==> config.mk <==
export PLATFORM = sky130hd
export DESIGN_NAME = skit_ctrl
export DESIGN_NICKNAME = d
export VERILOG_FILES = /design/src/rtl/skit_pkg.sv /design/src/rtl/skit_ctrl.sv
export VERILOG_INCLUDE_DIRS = /design/src /design/src/rtl
export SDC_FILE = /design/constraint.sdc
export NUM_CORES = 1
export LEC_CHECK = 0
export BUFFER_PORTS_ARGS = -buffer_cell sky130_fd_sc_hd__buf_2
export CAP_MARGIN = 5
export CORE_ASPECT_RATIO = 1.1
export CORE_UTILIZATION = 30
export CTS_BUF_LIST = sky130_fd_sc_hd__clkbuf_4
export CTS_CLUSTER_DIAMETER = 60
export DETAILED_ROUTE_END_ITERATION = 12
export PLACE_DENSITY = 0.52
export SLEW_MARGIN = 40
export SYNTH_ARGS = -nofsm -noshare
export SYNTH_HDL_FRONTEND = slang
export SYNTH_SLANG_ARGS = --single-unit
==> constraint.sdc <==
create_clock -name clock -period 2.48 [get_ports clock]
set_clock_uncertainty 0.05 [all_clocks]
set_input_delay 0.372 -clock clock [delete_from_list [all_inputs] [get_ports clock]]
set_output_delay 0.372 -clock clock [all_outputs]
set_load 0.01 [all_outputs]
==> src/rtl/sorted_key_index_table_unit_macros.svh <==
// Assertion macros for the sorted key index table unit.
// Included by the modules that carry concurrent checks; no other dependencies.
`ifndef SORTED_KEY_INDEX_TABLE_UNIT_MACROS_SVH
`define SORTED_KEY_INDEX_TABLE_UNIT_MACROS_SVH
`ifndef SYNTHESIS
// Same-cycle implication, disabled during reset.
`define SKIT_ASSERT_IMPL(lbl, clk, rst, ante, cons) \
   lbl: assert property (@(posedge clk) disable iff (rst) (ante) |-> (cons)) \
      else $error("skit check failed");
// Next-cycle implication, disabled during reset.
`define SKIT_ASSERT_NEXT(lbl, clk, rst, ante, cons) \
   lbl: assert property (@(posedge clk) disable iff (rst) (ante) |=> (cons)) \
      else $error("skit check failed");
`else
`define SKIT_ASSERT_IMPL(lbl, clk, rst, ante, cons)
`define SKIT_ASSERT_NEXT(lbl, clk, rst, ante, cons)
`endif
`endif

==> src/rtl/skit_pkg.sv <==
// Shared types and codes for the sorted key index table unit.
// Used by skit_ctrl, skit_dpath and the top level; no dependencies.
package skit_pkg;

   localparam int KEY_W    = 32;
   localparam int REC_W    = 31;
   localparam int KIND_W   = 2;
   localparam int STATUS_W = 2;
   localparam int FOUND_W  = 32;
   localparam int COUNT_W  = 9;
   localparam int REQ_DATA_W = 64;
   localparam int RSP_DATA_W = 48;

   // Operation kinds
   localparam logic [KIND_W-1:0] KIND_INSERT = 2'd0;
   localparam logic [KIND_W-1:0] KIND_REMOVE = 2'd1;
   localparam logic [KIND_W-1:0] KIND_LOOKUP = 2'd2;

   // Result status codes
   localparam logic [STATUS_W-1:0] ST_OK        = 2'd0;
   localparam logic [STATUS_W-1:0] ST_NOT_FOUND = 2'd1;
   localparam logic [STATUS_W-1:0] ST_FULL      = 2'd2;

   // Datapath operations issued by the controller
   typedef enum logic [3:0] {
      DP_NOP,
      DP_LOAD,     // latch request, open search over [0, count)
      DP_RD_MID,   // read the probe entry of the search window
      DP_STEP,     // compare probe entry, narrow the window
      DP_SAVE_LB,  // keep lower bound, reopen window up to count
      DP_INS_INIT, // shift pointer to the end of the table
      DP_RD_PTRM1, // read the entry below the shift pointer
      DP_WR_UP,    // move it up one slot
      DP_WR_NEW,   // write the new pair at the insert position
      DP_RM_INIT,  // source at upper bound, destination at lower bound
      DP_RD_SRC,   // read the source entry
      DP_WR_DN,    // move it down to the destination
      DP_RM_DONE,  // new count is the destination index
      DP_RESULT    // load the result register
   } dp_op_type;

   typedef struct packed {
      logic [KEY_W-1:0] key;
      logic [REC_W-1:0] rec;
   } entry_type;

   typedef struct packed {
      dp_op_type           op;
      logic                upper;    // search for first key greater than
      logic [STATUS_W-1:0] status;
      logic                found_en;
   } dp_cmd_type;

   typedef struct packed {
      logic [KIND_W-1:0] kind;
      logic              search_open;
      logic              shift_up_open;
      logic              shift_dn_open;
      logic              full;
      logic              hit;
      logic              no_match;
   } dp_stat_type;

endpackage

==> src/rtl/skit_ctrl.sv <==
// Controller state machine for the sorted key index table unit.
// Depends on skit_pkg and the assertion macro header.
`include "sorted_key_index_table_unit_macros.svh"
module skit_ctrl (
   input  logic                   clock,
   input  logic                   reset,
   input  logic                   req_tvalid,
   output logic                   req_tready,
   output logic                   rsp_tvalid,
   input  logic                   rsp_tready,
   input  skit_pkg::dp_stat_type  stat,
   output skit_pkg::dp_cmd_type   cmd
);

   localparam logic [3:0] ST_IDLE     = 4'd0;
   localparam logic [3:0] ST_DISPATCH = 4'd1;
   localparam logic [3:0] ST_SRCH_RD  = 4'd2;
   localparam logic [3:0] ST_SRCH_CMP = 4'd3;
   localparam logic [3:0] ST_UP_RD    = 4'd4;
   localparam logic [3:0] ST_UP_WR    = 4'd5;
   localparam logic [3:0] ST_DN_RD    = 4'd6;
   localparam logic [3:0] ST_DN_WR    = 4'd7;
   localparam logic [3:0] ST_FINISH   = 4'd8;

   logic [3:0]                    state_ff, state_in;
   logic                          phase_ff, phase_in;
   logic [skit_pkg::STATUS_W-1:0] res_status_ff, res_status_in;
   logic                          res_found_ff, res_found_in;
   logic                          rsp_valid_ff, rsp_valid_in;

   always_comb begin
      state_in      = state_ff;
      phase_in      = phase_ff;
      res_status_in = res_status_ff;
      res_found_in  = res_found_ff;
      rsp_valid_in  = rsp_valid_ff && !rsp_tready;
      cmd.op        = skit_pkg::DP_NOP;
      cmd.upper     = phase_ff;
      cmd.status    = res_status_ff;
      cmd.found_en  = res_found_ff;
      case (state_ff)
         ST_IDLE: begin
            if (req_tvalid) begin
               cmd.op   = skit_pkg::DP_LOAD;
               phase_in = 1'b0;
               state_in = ST_DISPATCH;
            end
         end
         ST_DISPATCH: begin
            case (stat.kind)
               skit_pkg::KIND_INSERT: begin
                  if (stat.full) begin
                     res_status_in = skit_pkg::ST_FULL;
                     res_found_in  = 1'b0;
                     state_in      = ST_FINISH;
                  end else begin
                     phase_in = 1'b1;
                     state_in = ST_SRCH_RD;
                  end
               end
               skit_pkg::KIND_REMOVE, skit_pkg::KIND_LOOKUP: begin
                  phase_in = 1'b0;
                  state_in = ST_SRCH_RD;
               end
               default: begin
                  res_status_in = skit_pkg::ST_OK;
                  res_found_in  = 1'b0;
                  state_in      = ST_FINISH;
               end
            endcase
         end
         ST_SRCH_RD: begin
            if (stat.search_open) begin
               cmd.op   = skit_pkg::DP_RD_MID;
               state_in = ST_SRCH_CMP;
            end else begin
               case (stat.kind)
                  skit_pkg::KIND_LOOKUP: begin
                     res_status_in = stat.hit ? skit_pkg::ST_OK : skit_pkg::ST_NOT_FOUND;
                     res_found_in  = stat.hit;
                     state_in      = ST_FINISH;
                  end
                  skit_pkg::KIND_REMOVE: begin
                     if (!phase_ff) begin
                        cmd.op   = skit_pkg::DP_SAVE_LB;
                        phase_in = 1'b1;
                     end else if (stat.no_match) begin
                        res_status_in = skit_pkg::ST_NOT_FOUND;
                        res_found_in  = 1'b0;
                        state_in      = ST_FINISH;
                     end else begin
                        cmd.op   = skit_pkg::DP_RM_INIT;
                        state_in = ST_DN_RD;
                     end
                  end
                  default: begin
                     cmd.op   = skit_pkg::DP_INS_INIT;
                     state_in = ST_UP_RD;
                  end
               endcase
            end
         end
         ST_SRCH_CMP: begin
            cmd.op   = skit_pkg::DP_STEP;
            state_in = ST_SRCH_RD;
         end
         ST_UP_RD: begin
            if (stat.shift_up_open) begin
               cmd.op   = skit_pkg::DP_RD_PTRM1;
               state_in = ST_UP_WR;
            end else begin
               cmd.op        = skit_pkg::DP_WR_NEW;
               res_status_in = skit_pkg::ST_OK;
               res_found_in  = 1'b0;
               state_in      = ST_FINISH;
            end
         end
         ST_UP_WR: begin
            cmd.op   = skit_pkg::DP_WR_UP;
            state_in = ST_UP_RD;
         end
         ST_DN_RD: begin
            if (stat.shift_dn_open) begin
               cmd.op   = skit_pkg::DP_RD_SRC;
               state_in = ST_DN_WR;
            end else begin
               cmd.op        = skit_pkg::DP_RM_DONE;
               res_status_in = skit_pkg::ST_OK;
               res_found_in  = 1'b0;
               state_in      = ST_FINISH;
            end
         end
         ST_DN_WR: begin
            cmd.op   = skit_pkg::DP_WR_DN;
            state_in = ST_DN_RD;
         end
         ST_FINISH: begin
            // wait for the result register to drain
            if (!rsp_valid_ff || rsp_tready) begin
               cmd.op       = skit_pkg::DP_RESULT;
               rsp_valid_in = 1'b1;
               state_in     = ST_IDLE;
            end
         end
         default: begin
            state_in = ST_IDLE;
         end
      endcase
   end

   always_ff @(posedge clock) begin
      if (reset) begin
         state_ff     <= ST_IDLE;
         phase_ff     <= 1'b0;
         rsp_valid_ff <= 1'b0;
      end else begin
         state_ff     <= state_in;
         phase_ff     <= phase_in;
         rsp_valid_ff <= rsp_valid_in;
      end
   end

   always_ff @(posedge clock) begin
      res_status_ff <= res_status_in;
      res_found_ff  <= res_found_in;
   end

   assign req_tready = (state_ff == ST_IDLE);
   assign rsp_tvalid = rsp_valid_ff;

   `SKIT_ASSERT_IMPL(a_rsp_from_finish, clock, reset, $rose(rsp_valid_ff), $past(state_ff) == ST_FINISH)
   `SKIT_ASSERT_NEXT(a_finish_waits, clock, reset, (state_ff == ST_FINISH) && rsp_valid_ff && !rsp_tready, state_ff == ST_FINISH)
   `SKIT_ASSERT_NEXT(a_load_dispatch, clock, reset, cmd.op == skit_pkg::DP_LOAD, state_ff == ST_DISPATCH)

endmodule

==> impl_metrics.csv <==
group,metric,value,unit
synth,synthFlopType,"dfxtp_1",
worst_setup_path,crit_chain,"or4b_4 > nor3_1 > a221o_1 > buf_2",
power,ir_drop,0.000190,V
synth,muxShareOfSynthArea,3.45,%
global_route,grt_use_total,14.2,%
synth,netlist_area,870,um^2
clock_network,postCtsSetupRepairBufs,0,
worst_setup_path,crit_start,"state_ff[3]$_SDFFE_PP0P_",
synth,synth_edf_count,3,
synth,synth_xor_xnor_area_share,1.01,%
worst_setup_path,r2r_slack,0.64,ns
run_status,outcome,"complete, no violations",
global_route,grt_pass1_wl,3.31,mm
synth,synth_fp_nets,121,
route,firstDrtPassIters,4,
cells_and_area,post-route-util,36.4,%
synth,synth_warnings,0,
cells_and_area,final_area,0.00100,mm^2
synth,synth_top_area_share,13.8,%
sta,rsz0062_at_grt,"no",
cells_and_area,fin_nets,140,
sta,slew_viol_final,0,
clock_network,cts-buffers-inserted,3,
worst_hold_path,hold_depth,2,
worst_setup_path,r2r-end,"state_ff[3]$_SDFFE_PP0P_",
worst_setup_path,crit_family,"simple AND/OR/NAND/NOR gates",
floorplanning,core_area,0.00275,mm^2
route,ant_nets,0,
power,p_per_area,502,mW/mm^2
clock_network,cts_tree,"yes",
clock_network,clk_pin_slew_worst_paths,0.06,ns
route,drt_wl_total,2.13,mm
worst_setup_path,worst_setup_path_start_kind,"register",
route,viasPerCell,5.48,
worst_setup_path,crit_cells,4,
worst_setup_path,cp_slowest_stage_delay,0.65,ns
synth,ys_top_cells_by_count,"8 x a21oi_1, 8 x nand2b_1, 8 x nor2b_1",
clock_network,cts.sinks,9,
floorplanning,io_pins,22,
sta,tightest_slew,0.528,ns
worst_setup_path,critPathCapture,"cmd[6]",
global_route,grt_max_degree,19,
floorplanning,core.rowCount,20,
placed_design,dp_hpwl,1.66,mm
sta,finalHoldViolCount,0,
clock_network,clock_path_buffers,2,
worst_setup_path,slowest_stage,"or4b_4",
worst_setup_path,worstSetupPathType,"register to output pin",
sta,max_slew_margin,64.8,%
synth,yosys.area.top_type,"dfxtp_1",
sta,fin_crit_sh,96.5,%
power,p_leak,0.414,nW
synth,synthArstFlopShare,0,%
clock_network,clock_latency,0.26,ns
clock_network,ctsHtreeMaxLevel,1,
worst_setup_path,timing.rr.start,"state_ff[0]$_SDFFE_PP0P_",
sta,max_freq,0.418,GHz
floorplanning,die_x,53.3,um
placed_design,portBuffers,21,
placed_design,gp_congestion,0.910,
route,route.detailed.drc,0,
worst_setup_path,crit_required,2.06,ns
synth,synthTopCellsByArea,"dfxtp_1 14%, edfxtp_1 10%, ha_1 5.8%",
global_route,antenna_found_initial,0,
synth,synthSimpleGateAreaFrac,31.5,%
cells_and_area,drive_gt1_share,26.8,%
placed_design,postPlaceCellArea,972,um^2
clock_network,ctsRootBufferMaster,"clkbuf_4",
synth,syn_inst,105,
synth,yosysSeqAreaShare,24.2,%
sta,post-route-min-period,2.39,ns
floorplanning,initial_utilization,31.6,%
floorplanning,dieArea,0.00312,mm^2
clock_network,cts_resized,0,
worst_setup_path,critPathArrivalTime,1.97,ns
cells_and_area,n_antenna_cell,0,
worst_setup_path,worst-path-buf-inv,1,
run,cap_violations,0,
synth,ys_ff_latch,9,
global_route,grt_pass1_vias,747,
route,drt_iter0_markers,38,
synth,syn_area_per_cell,8.28,um^2
worst_setup_path,cp-end-kind,"output pin",
global_route,grt_overflow,0,
sta,fin_setup_tns,0,ns
worst_setup_path,cp_max_fo,15,
cells_and_area,area_growth,15.3,%
route,wl_per_cell,13.7,um
worst_setup_path,ff2ff_path_depth,5,
power,total_power,503,uW
worst_hold_path,hold_path.class,"primary input to register",
synth,synth_top_family_by_area,"simple AND/OR/NAND/NOR gates",
clock_network,cts_hold_buf,0,
synth,synth-adder-area-share,5.76,%
sta,setup_violations,0,
synth,ys_types,42,
route,via_count,855,
synth,synth_compound_area_share,25.2,%
floorplanning,dieHeight,58.5,um
## flip-flops by register name, summed over array words and instances, names as in the netlist
register       cells
state_ff           4
res_status_ff      2
phase_ff           1
res_found_ff       1
rsp_tvalid         1
## through the flow
stage,worst slack (ns),hold slack (ns),instances
after floorplan,0.618,0.388,105
after global placement,0.385,0.472,152
after detailed placement,0.376,0.485,152
after CTS,0.0821,0.322,156
after global routing,0.0247,0.343,156
final,0.0868,0.328,156
## per-layer routing
layer / vias to the layer above / global-route usage, % / wire [um]
li1: 422 / - / -
met1: 409 / 19.4 / 997
met2: 22 / 22.0 / 1040
met3: 2 / 1.81 / 65
met4: 0 / 6.39 / 29
met5: - / 0 / 0
## where the power goes
group / total (mW) / switching, mW / internal (mW)
Combinational: 0.195 / 0.106 / 0.0894
Clock: 0.124 / 0.0508 / 0.0729
Sequential: 0.184 / 0.0126 / 0.172
Total: 0.503 / 0.169 / 0.334
## area by class of cell
cell class / count / area [um^2]
Fill cell: 318 / 1750
Multi-Input combinational cell: 82 / 582
Sequential cell: 9 / 210
Timing Repair Buffer: 23 / 120
Tap cell: 33 / 41.3
Clock buffer: 4 / 30.0
Inverter: 5 / 18.8
## logic make-up after synthesis
group	after synthesis
multiplexers	3
XOR/XNOR	1
AO/OA/AOI/OAI	31
buffers and inverters	14
adder cells (fa/ha/maj)	4
flip-flops	9
AND/OR/NAND/NOR	43
## cell usage in the layout, fill, tap and decap left out, drive strengths merged, types with 4 or more instances in the layout
master / Yosys / routed
o21ai: 6 / 6
ha: 4 / 4
buf: 6 / 23
clkbuf: 3 / 4
inv: 5 / 5
nor3: 6 / 6
nor2b: 8 / 8
dfxtp: 6 / 6
nand2b: 8 / 8
a21oi: 8 / 8
nor2: 5 / 5
## worst min path at each step
stage               slack [ns]                       end                   from
finish                    0.33  state_ff[3]$_SDFFE_PP0P_                  reset
global route              0.34  state_ff[3]$_SDFFE_PP0P_                  reset
CTS                       0.32  state_ff[3]$_SDFFE_PP0P_                  reset
detailed placement        0.49     rsp_tvalid$_SDFF_PP0_  rsp_tvalid$_SDFF_PP0_
global placement          0.47     rsp_tvalid$_SDFF_PP0_  rsp_tvalid$_SDFF_PP0_
floorplan                 0.39  state_ff[3]$_SDFFE_PP0P_                  reset
Power figures use the tool's default switching activity.
